`config.mk`:
```
export PLATFORM = sky130hd
export DESIGN_NAME = fixed_block_pool_allocator_top
export DESIGN_NICKNAME = d
export VERILOG_FILES = /design/src/rtl/fbpa_pkg.sv /design/src/rtl/fbpa_ctrl.sv /design/src/rtl/fbpa_dp.sv /design/src/rtl/fixed_block_pool_allocator_top.sv
export SDC_FILE = /design/constraint.sdc
export NUM_CORES = 1
export LEC_CHECK = 0
export ABC_AREA = 1
export BUFFER_PORTS_ARGS = -buffer_cell sky130_fd_sc_hd__buf_2
export CAP_MARGIN = 20
export CORE_MARGIN = 4
export CORE_UTILIZATION = 50
export CTS_BUF_LIST = sky130_fd_sc_hd__clkbuf_4 sky130_fd_sc_hd__clkbuf_8 sky130_fd_sc_hd__clkbuf_16
export DETAILED_ROUTE_END_ITERATION = 10
export PLACE_DENSITY = 0.67
export SETUP_SLACK_MARGIN = 0.05
export SYNTH_ARGS = -nofsm -noshare
export SYNTH_HDL_FRONTEND = slang
export SYNTH_HIERARCHICAL = 1
export SYNTH_SLANG_ARGS = --single-unit
```
`constraint.sdc`:
```
create_clock -name clk -period 3.84 [get_ports clk]
set_input_delay 0.768 -clock clk [delete_from_list [all_inputs] [get_ports clk]]
set_output_delay 0.768 -clock clk [all_outputs]
set_load 0.005 [all_outputs]
```
`src/rtl/fbpa_pkg.sv`:
```
// ----------------------------------------------------------------------------
// fbpa_pkg
// Shared types and constants for the fixed block pool allocator.
// ----------------------------------------------------------------------------
package fbpa_pkg;

  // default pool size and block_count reset value
  localparam int MAX_BLOCKS_DEF = 64;
  localparam int BC_RESET       = 64;

  // used-mark map is scanned one word per cycle
  localparam int WORD_LOG = 4;
  localparam int WORD_W   = 1 << WORD_LOG;

  // result status codes
  localparam logic [1:0] STAT_OK        = 2'd0;
  localparam logic [1:0] STAT_EXHAUSTED = 2'd1;
  localparam logic [1:0] STAT_INVALID   = 2'd2;

  typedef enum logic [1:0] {
    ST_IDLE,
    ST_SCAN,
    ST_DONE
  } state_t;

  // controller -> datapath
  typedef struct packed {
    logic accept;     // take the input beat
    logic scan_step;  // examine the current map word
    logic finish;     // commit the request and load the result register
  } ctrl_cmd_t;

  // datapath -> controller
  typedef struct packed {
    logic need_scan;  // incoming beat is an allocate with free blocks left
    logic hit;        // current map word holds a free block
    logic last_word;  // current map word is the last one
    logic out_free;   // result register can take a new result this cycle
  } dp_stat_t;

endpackage

```
`src/rtl/fbpa_ctrl.sv`:
```
// ----------------------------------------------------------------------------
// fbpa_ctrl
// Request sequencer: accept, word-serial scan of the used map, commit.
// ----------------------------------------------------------------------------
module fbpa_ctrl
  import fbpa_pkg::*;
(
  input  logic      clk,
  input  logic      rst_n,
  input  logic      in_valid,
  output logic      in_stall,
  input  dp_stat_t  stat,
  output ctrl_cmd_t cmd
);

  state_t state_r, state_nxt;

  always_ff @(posedge clk) begin
    if (!rst_n) begin
      state_r <= ST_IDLE;
    end else begin
      state_r <= state_nxt;
    end
  end

  // next state
  always_comb begin
    state_nxt = state_r;
    unique case (state_r)
      ST_IDLE: begin
        if (in_valid) begin
          state_nxt = stat.need_scan ? ST_SCAN : ST_DONE;
        end
      end
      ST_SCAN: begin
        if (stat.hit || stat.last_word) begin
          state_nxt = ST_DONE;
        end
      end
      ST_DONE: begin
        if (stat.out_free) begin
          state_nxt = ST_IDLE;
        end
      end
      default: state_nxt = ST_IDLE;
    endcase
  end

  // outputs
  always_comb begin
    in_stall      = 1'b1;
    cmd           = '0;
    unique case (state_r)
      ST_IDLE: begin
        in_stall   = 1'b0;
        cmd.accept = in_valid;
      end
      ST_SCAN: begin
        cmd.scan_step = 1'b1;
      end
      ST_DONE: begin
        cmd.finish = stat.out_free;
      end
      default: begin
        in_stall = 1'b1;
      end
    endcase
  end

endmodule

```
`src/rtl/fbpa_dp.sv`:
```
// ----------------------------------------------------------------------------
// fbpa_dp
// Used-mark map, free count, block count, scan word counter, result register.
// ----------------------------------------------------------------------------
module fbpa_dp
  import fbpa_pkg::*;
#(
  parameter int MAX_BLOCKS = MAX_BLOCKS_DEF
) (
  input  logic       clk,
  input  logic       rst_n,
  input  logic       cfg_we,
  input  logic [6:0] cfg_block_count,
  input  logic       in_action,
  input  logic [5:0] in_block_index,
  input  ctrl_cmd_t  cmd,
  output dp_stat_t   stat,
  input  logic       out_stall,
  output logic       out_valid,
  output logic [1:0] out_status,
  output logic [5:0] out_granted_index,
  output logic [6:0] out_free_blocks,
  output logic       out_exhausted
);

  localparam int NWORDS = (MAX_BLOCKS + WORD_W - 1) / WORD_W;
  localparam int MARK_N = NWORDS * WORD_W;
  localparam int MIDX_W = $clog2(MARK_N);
  localparam int WIDX_W = (NWORDS > 1) ? $clog2(NWORDS) : 1;
  localparam logic [7:0] MAX_B8 = 8'(MAX_BLOCKS);
  localparam logic [6:0] BC_RST =
    (MAX_BLOCKS < BC_RESET) ? 7'(MAX_BLOCKS) : 7'(BC_RESET);
  localparam logic [WIDX_W-1:0] LAST_WORD = WIDX_W'(NWORDS - 1);

  // control state
  logic [MARK_N-1:0] marks_r, marks_nxt;
  logic [6:0]        free_r, free_nxt;
  logic [6:0]        bc_r;
  logic              out_valid_r;

  // request and scan payload
  logic              act_r;
  logic [5:0]        idx_r;
  logic [WIDX_W-1:0] wcnt_r;
  logic              found_r;
  logic [MIDX_W-1:0] grant_r;

  // result payload
  logic [1:0] status_r, status_nxt;
  logic [5:0] gidx_r, gidx_nxt;
  logic [6:0] ofree_r;
  logic       oexh_r;

  // scan of one map word
  logic [MIDX_W-1:0]   word_base;
  logic [WORD_W-1:0]   scan_word;
  logic [WORD_W-1:0]   avail;
  logic                hit;
  logic [WORD_LOG-1:0] hit_pos;

  always_comb begin
    word_base = MIDX_W'(wcnt_r) << WORD_LOG;
    scan_word = marks_r[word_base +: WORD_W];
    for (int j = 0; j < WORD_W; j++) begin
      avail[j] = !scan_word[j] && ((9'(word_base) + 9'(j)) < {2'b00, bc_r});
    end
    hit     = 1'b0;
    hit_pos = '0;
    for (int j = WORD_W - 1; j >= 0; j--) begin
      if (avail[j]) begin
        hit     = 1'b1;
        hit_pos = WORD_LOG'(j);
      end
    end
  end

  // block count write, clamped to the pool size
  logic [6:0] bc_wr;
  assign bc_wr = ({1'b0, cfg_block_count} > MAX_B8) ? 7'(MAX_BLOCKS) : cfg_block_count;

  // commit of the held request
  logic [7:0]        idx_ext;
  logic [MIDX_W-1:0] idx_sel;
  logic [7:0]        grant_ext;

  always_comb begin
    idx_ext    = {2'b00, idx_r};
    idx_sel    = idx_ext[MIDX_W-1:0];
    grant_ext  = 8'(grant_r);
    marks_nxt  = marks_r;
    free_nxt   = free_r;
    status_nxt = STAT_OK;
    gidx_nxt   = '0;
    if (!act_r) begin
      if (found_r) begin
        marks_nxt[grant_r] = 1'b1;
        free_nxt           = free_r - 7'd1;
        gidx_nxt           = grant_ext[5:0];
      end else begin
        status_nxt = STAT_EXHAUSTED;
      end
    end else begin
      if (idx_ext >= {1'b0, bc_r}) begin
        status_nxt = STAT_INVALID;
      end else if (marks_r[idx_sel]) begin
        marks_nxt[idx_sel] = 1'b0;
        free_nxt           = free_r + 7'd1;
      end
    end
  end

  always_ff @(posedge clk) begin
    if (!rst_n) begin
      marks_r     <= '0;
      free_r      <= BC_RST;
      bc_r        <= BC_RST;
      out_valid_r <= 1'b0;
    end else begin
      if (cfg_we) begin
        marks_r <= '0;
        free_r  <= bc_wr;
        bc_r    <= bc_wr;
      end else if (cmd.finish) begin
        marks_r <= marks_nxt;
        free_r  <= free_nxt;
      end
      if (cmd.finish) begin
        out_valid_r <= 1'b1;
      end else if (!out_stall) begin
        out_valid_r <= 1'b0;
      end
    end
  end

  always_ff @(posedge clk) begin
    if (cmd.accept) begin
      act_r   <= in_action;
      idx_r   <= in_block_index;
      wcnt_r  <= '0;
      found_r <= 1'b0;
    end
    if (cmd.scan_step) begin
      if (hit) begin
        found_r <= 1'b1;
        grant_r <= word_base | MIDX_W'(hit_pos);
      end else begin
        wcnt_r <= WIDX_W'(wcnt_r + 1'b1);
      end
    end
    if (cmd.finish) begin
      status_r <= status_nxt;
      gidx_r   <= gidx_nxt;
      ofree_r  <= free_nxt;
      oexh_r   <= (free_nxt == 7'd0);
    end
  end

  always_comb begin
    stat.need_scan = !in_action && (free_r != 7'd0);
    stat.hit       = hit;
    stat.last_word = (wcnt_r == LAST_WORD);
    stat.out_free  = !out_valid_r || !out_stall;
  end

  assign out_valid         = out_valid_r;
  assign out_status        = status_r;
  assign out_granted_index = gidx_r;
  assign out_free_blocks   = ofree_r;
  assign out_exhausted     = oexh_r;

  // free count tracks the map: marks outside the pool are never set
  a_free_le_count: assert property (@(posedge clk) disable iff (!rst_n)
    free_r <= bc_r)
    else $error("free count above block count");

  a_free_matches_map: assert property (@(posedge clk) disable iff (!rst_n)
    (int'(free_r) + $countones(marks_r)) == int'(bc_r))
    else $error("free count disagrees with used map");

  a_finish_loads_out: assert property (@(posedge clk) disable iff (!rst_n)
    cmd.finish |=> out_valid_r)
    else $error("committed result not presented");

  a_exh_status_flag: assert property (@(posedge clk) disable iff (!rst_n)
    (out_valid_r && (status_r == STAT_EXHAUSTED)) |-> oexh_r)
    else $error("exhausted status without exhausted flag");

endmodule

```
`src/rtl/fixed_block_pool_allocator_top.sv`:
```
// ----------------------------------------------------------------------------
// fixed_block_pool_allocator_top
// Fixed-size block pool allocator with a used-mark map and free count.
// ----------------------------------------------------------------------------
// Usage:
//   Input channel (in_valid / in_stall): one beat per request. in_action 0
//   allocates the lowest-numbered free block, 1 releases in_block_index.
//   Result channel (out_valid / out_stall): exactly one beat per request with
//   status, granted index, free count after the request and exhausted flag.
//   Config: cfg_we with cfg_block_count sets the pool size (clamped to
//   MAX_BLOCKS) and frees every block; write it only while idle.
// Sequence:
//   A release is held in the request registers when accepted and is written
//   to the result register from the commit state once that register is free.
//   An allocate first scans the used map in 16-block words, one word per cycle,
//   up to the one holding a free block (at most 4 words for the default 64
//   blocks), then commits. Allocate on an empty pool skips the scan. One
//   request is in flight at a time; the next is taken while the previous
//   result waits in the output register.
// Reset (rst_n low, synchronous): all blocks free, block count and free
//   count = min(64, MAX_BLOCKS), no result pending.
// Stall: a stalled result holds; the block finishes the next request and
//   then waits before committing it, so in_stall stays high meanwhile.
// ----------------------------------------------------------------------------
module fixed_block_pool_allocator_top
  import fbpa_pkg::*;
#(
  parameter int MAX_BLOCKS = MAX_BLOCKS_DEF
) (
  input  logic       clk,
  input  logic       rst_n,
  // configuration
  input  logic       cfg_we,
  input  logic [6:0] cfg_block_count,
  // request channel
  input  logic       in_valid,
  output logic       in_stall,
  input  logic       in_action,
  input  logic [5:0] in_block_index,
  // result channel
  output logic       out_valid,
  input  logic       out_stall,
  output logic [1:0] out_status,
  output logic [5:0] out_granted_index,
  output logic [6:0] out_free_blocks,
  output logic       out_exhausted
);

  ctrl_cmd_t cmd;
  dp_stat_t  stat;

  // sequencer: idle / scan / commit
  fbpa_ctrl u_ctrl (
    .clk      (clk),
    .rst_n    (rst_n),
    .in_valid (in_valid),
    .in_stall (in_stall),
    .stat     (stat),
    .cmd      (cmd)
  );

  // map, counters and result register
  fbpa_dp #(
    .MAX_BLOCKS (MAX_BLOCKS)
  ) u_dp (
    .clk               (clk),
    .rst_n             (rst_n),
    .cfg_we            (cfg_we),
    .cfg_block_count   (cfg_block_count),
    .in_action         (in_action),
    .in_block_index    (in_block_index),
    .cmd               (cmd),
    .stat              (stat),
    .out_stall         (out_stall),
    .out_valid         (out_valid),
    .out_status        (out_status),
    .out_granted_index (out_granted_index),
    .out_free_blocks   (out_free_blocks),
    .out_exhausted     (out_exhausted)
  );

endmodule
```
; Yosys cells after proc, flatten, opt, wreduce, memory -nomap -nowiden
; Cells that the tools add are included.
[classes]
n_addsub = 18
n_lt_le_gt_ge = 22
n_eq_ne = 9
shift = 1
muxes = 69
bitwise = 6
reduce_logical = 50
[op_table]
columns = operator, count
row1 = $mux W64, 4
row2 = $lt A9 B7 Y1, 15
row3 = $and A64 B64 Y64, 1
row4 = $mux W4, 16
row5 = $not A64 Y64, 1
row6 = $or A64 B64 Y64, 1
row7 = $shiftx A64 B7 Y16, 1
row8 = $add A6 B4 Y7 const B, 8
row9 = $mux W7, 7
row10 = $mux W1, 29
row11 = $add A6 B3 Y7 const B, 4
row12 = $logic_and A1 B1 Y1, 19
row13 = $logic_not A1 Y1, 19
row14 = $mux W2, 9
row15 = $add A6 B2 Y7 const B, 2
row16 = $lt A6 B7 Y1 const B, 2
row17 = $demux W1 S6, 2
row18 = $ge A6 B1 Y1 const B, 2
row19 = $add A6 B1 Y7 const B, 1
row20 = $add A7 B1 Y7 const B, 1
row21 = $ge A6 B7 Y1, 1
row22 = $gt A7 B7 Y1 const B, 1
row23 = $logic_not A7 Y1, 1
row24 = $lt A6 B7 Y1, 1
row25 = 18 further kinds, 27
[totals]
register_bits = 113
inputBits = 19

; Logic depth before layout (Yosys ltp)
[depth]
ltp_word = 22
mapped_depth = 20
mapped_depth_nobuf = 20

; Cells and area by module
; Netlist, hierarchy kept.
[by_module_without_submodules]
columns = mod, instances, cells_per_inst, area_per_inst_um2, seq_area_each_um2
row1 = fbpa_dp, 1, 1045, 7193.1, 2512.4
row2 = fbpa_ctrl, 1, 23, 143.9, 40.0

; Worst setup path before layout
; No wires, ideal clock.
[synth_path]
kind = input to register
from = input port out_stall
to = register u_dp.marks_r[51]
setup_time_ns = 0.056
arrival_time_ns = 3.465
setup_slack_ns = 0.319
path_stages = 12
path_cell_list = nand2_1 -> inv_1 -> nor3_1 -> inv_1 -> nor2_1 -> inv_1 -> clkbuf_1 -> nor4_1 -> nand2_1 -> a21oi_1 -> o31ai_1 -> inv_1
[synth_lines]
columns = item, line
row1 = start: declaration, fixed_block_pool_allocator_top.sv:42  ; input logic out_stall,
row2 = end signal: assignment, fbpa_dp.sv:124  ; marks_r <= marks_nxt;
row3 = end: declaration, fbpa_dp.sv:36  ; logic [MARK_N-1:0] marks_r, marks_nxt;

; Worst setup path after layout
[layout_path]
from = register u_dp.idx_r[0]
to = register u_dp.marks_r[52]
[layout_between]
elab_chain_cells = 9
elab_cells_between_ends = 16
classes_between = 3 x order compare / 2 x eq/ne / 7 x mux / 2 x bitwise / 2 x reduce/logical
[layout_rtl]
columns = item, line
row1 = start: declaration, fbpa_dp.sv:43  ; logic [5:0] idx_r;
row2 = start signal: assignment, fbpa_dp.sv:138  ; idx_r <= in_block_index;
row3 = $lt A6 B7 Y1 (not written as such) / $ge A6 B1 Y1 (equally long branches), fbpa_dp.sv:106  ; marks_nxt[idx_sel] = 1'b0;
row4 = $logic_and A1 B1 Y1 (not written as such), fbpa_dp.sv:106
row5 = $mux W1 (not written as such), fbpa_dp.sv:106
row6 = $demux W1 S6, --
row7 = $not A64 Y64 (no line), --
row8 = $and A64 B64 Y64 (no line), --
row9 = $mux W64, fbpa_dp.sv:105  ; end else if (marks_r[idx_sel]) begin
row10 = $mux W64, fbpa_dp.sv:103  ; if (idx_ext >= {1'b0, bc_r}) begin
row11 = $mux W64, fbpa_dp.sv:94  ; if (!act_r) begin
; Several ways; a longest one is shown, not always the timed one. The select of a mux whose other input is x is not followed.
; A chain may end at the register's enable or synchronous reset.

==> metrics.yaml <==
place:
  portBuffers: 36
  post-dp-hpwl_um: 18730
  gp_congestion: 0.9767
timing:
  fin_tns_setup_ns: 0
  worst_pin_slew_ns: 1.170
  fin_crit_ns: 3.378
  finalCritPeriodShare_pct: 87.98
  rsz0062_at_grt: "false"
  slew_headroom_pct: 21.57
  setup-violations-final: 0
  finalHoldViolations: 0
  clock_skew_ns: 0.008526
  max_freq_ghz: 0.2960
  drv_slew: 0
global_routing:
  grt_pass1_vias: 7261
  grt_pass1_wl_um: 40340
  track_usage_pct: 31.69
  grt_max_degree: 102
  antenna_found_initial: 2
  grt_overflow: 0
job:
  max-cap-violations: 0
critical_path:
  critPathArrivalTime_ns: 3.66
  r2r_start: "u_dp/idx_r[0]$_DFFE_PP_"
  startpoint: "u_dp/idx_r[0]$_DFFE_PP_"
  r2r_cells: 14
  critPathMaxFanout: 101
  critical_path_class: "reg2reg"
  cp-start-kind: "flip-flop"
  crit_required_ns: 4.13
  critical_path.endpoint_type: "flip-flop"
  r2r_slack_ns: 0.46
  rr_endpoint: "u_dp/marks_r[52]$_SDFFE_PP0P_"
clock_network:
  clockBufferDepth: 2
  ctsResizeCount: 0
  root_buffer: "clkbuf_16"
  cts_tree: "yes"
  post_cts_buffers: 0
  numCtsBuffers: 17
  cts.clk_slew.worst_paths_ns: 0.06
  cts_max_level: 4
  clock_sinks: 113
  ctsHoldBuffers: 0
  worstSkewPairLatency_ns: 0.42
die:
  start_util_pct: 50.67
  die_x_um: 129.1
  core.rowCount: 44
  design.portCount: 37
  core-area_mm2: 0.01448
  die_y_um: 129.1
  die-area_mm2: 0.01668
synth:
  synth_area_leader_cell: "dfxtp_1"
  syn-num-nets: 1100
  synth-async-reset-ratio_pct: 0
  avgSynthCellArea_um2: 6.870
  synth.distinct_cells: 42
  synth-edff-count: 29
  syn_area_mm2: 0.007337
  synth-seq-cells: 113
  yosys_warnings: 6
  yosysSeqAreaShare_pct: 34.79
  synth_cells: 1068
  synth_area_leaders: "dfxtp_1, nand2_1, edfxtp_1"
  ys.flop_type: "dfxtp_1"
  synth_top_area_share_pct: 22.92
pwr:
  p_leak_uw: 0.003418
  p_sw_uw: 923.0
  internal_power_uw: 2511
  ir_drop_uv: 308.8
  p_sw_share_pct: 26.88
  pwr-share-clk_pct: 52.1
  p_seq_share_pct: 37.7
  power.density_mw_per_mm2: 410.2
  pwr-share-comb_pct: 10.2
drt:
  drt_wl_total_um: 26260
  final_antenna_net_count: 0
  via_count: 7772
  drt_iter0_drc: 962
  dr.pass1.iters: 6
  drc: 0
  wl_per_cell_um: 20.14
  avgViaCountPerCell: 5.960
cells_and_area:
  layout.nets: 1137
  drive_gt1_share_pct: 13.06
  register_area_mm2: 0.002552
  final_common_cell: "nand2_1"
  area_delta_synth_final_pct: 14.10
  multi_input_area_mm2: 0.003940
  fillers: 1435
  layout_common_cells: "nand2_1, inv_1, a21oi_1"
  post-route-util_pct: 57.82
min_path:
  hold_end: "u_dp/out_valid$_SDFFE_PN0P_"
  hold_path_class: "reg2reg"
  whs_path_depth: 2
  min_from: "u_dp/out_valid$_SDFFE_PN0P_"
run_status:
  status: "complete, no violations"
## synth_stat cells (6+ instances only)
cell        n
ha_1       13
nand4_1     7
clkbuf_1   19
nor3_1     64
nor2_1     60
buf_2       8
nor3b_2    26
nand3_1    46
buf_6      11
nor4_1     10
a21oi_1    99
o22ai_1    21
edfxtp_1   29
inv_1     153
o31ai_1    26
dfxtp_1    84
o21ai_0    90
o21ai_1     6
nor3b_1    11
nand2_1   236
## per-layer routing
| layer | global-route usage (%) | routed length, um |
|---|---|---|
| met3 | 5.441 | 2194 |
| met5 | 0 | 0 |
| met2 | 49.24 | 11740 |
| met4 | 18.65 | 1459 |
| met1 | 41.45 | 10870 |
## kinds of logic after synthesis
logic type	Yosys count	synth area share (%)
adder cells (fa/ha/maj)	13	2.217
buffers and inverters	207	12.02
flip-flops	113	34.79
AND/OR/NAND/NOR	473	31.07
AO/OA/AOI/OAI	262	19.90
## metrics by stage
step	cells	setup WS, ns	hold WS, ns	total power [uW]	instance area [um^2]
after floorplan	1068	0.3187	0.4592	1538	7337
after global placement	1267	0.6236	0.4813	1656	7687
after detailed placement	1268	0.5775	0.4777	1659	7695
after CTS	1300	0.5375	0.4897	3434	8352
after global routing	1304	0.1922	0.5086	3532	8372
final	1304	0.4615	0.4866	3434	8372
## critical path, stage by stage, from the launching register on
cell and delay [ns]:
edfxtp_1 0.55, buf_4 0.39, o21ai_0 0.20, nand2_1 0.10, a21oi_1 0.06, o21ai_0 0.15
nand2_1 0.09, nor2_2 0.16, nand2_2 0.11, nand2_2 0.10, nand2_4 0.07, nand2_2 0.06
buf_4 0.72, o21ai_0 0.19, nor3b_1 0.18
## how the worst max path moves through the flow
| stage | end | slack [ns] |
|---|---|---|
| 6_report | u_dp/marks_r[52]$_SDFFE_PP0P_ | 0.46 |
| 5_1_grt | u_dp/marks_r[4]$_SDFFE_PP0P_ | 0.19 |
| 4_1_cts | u_dp/marks_r[9]$_SDFFE_PP0P_ | 0.54 |
| 3_5_place_dp | u_dp/marks_r[8]$_SDFFE_PP0P_ | 0.58 |
| 3_3_place_gp | u_dp/grant_r[2]$_DFFE_PP_ | 0.62 |
| 2_1_floorplan | u_dp/marks_r[51]$_SDFFE_PP0P_ | 0.32 |
## sequential cells by signal, indices dropped and copies added (netlist names), 2 cells and up
signal                  count
u_dp/free_r                 7
u_dp/grant_r                6
u_dp/wcnt_r                 2
u_dp/marks_r               64
u_dp/out_free_blocks        7
u_ctrl/state_r              2
u_dp/out_status             2
u_dp/out_granted_index      6
u_dp/idx_r                  6
u_dp/bc_r                   7
## area by class of cell
class	count	area share [%]
tap	184	2.750
clock inverter	15	2.765
sequential	113	30.49
antenna	2	0.05978
timing repair buffer	62	4.484
multi-input combinational	748	47.06
inverter	163	7.308
clock buffer	17	5.081
## power groups by stage
stage / Clock (uW) / Sequential (uW) / Combinational [uW]
after floorplan: 0 / 1310 / 232
after global placement: 0 / 1320 / 338
after detailed placement: 0 / 1320 / 340
after CTS: 1800 / 1290 / 342
after global routing: 1850 / 1300 / 384
final: 1790 / 1290 / 352
Note: power is estimated with default switching activity, not from simulation.
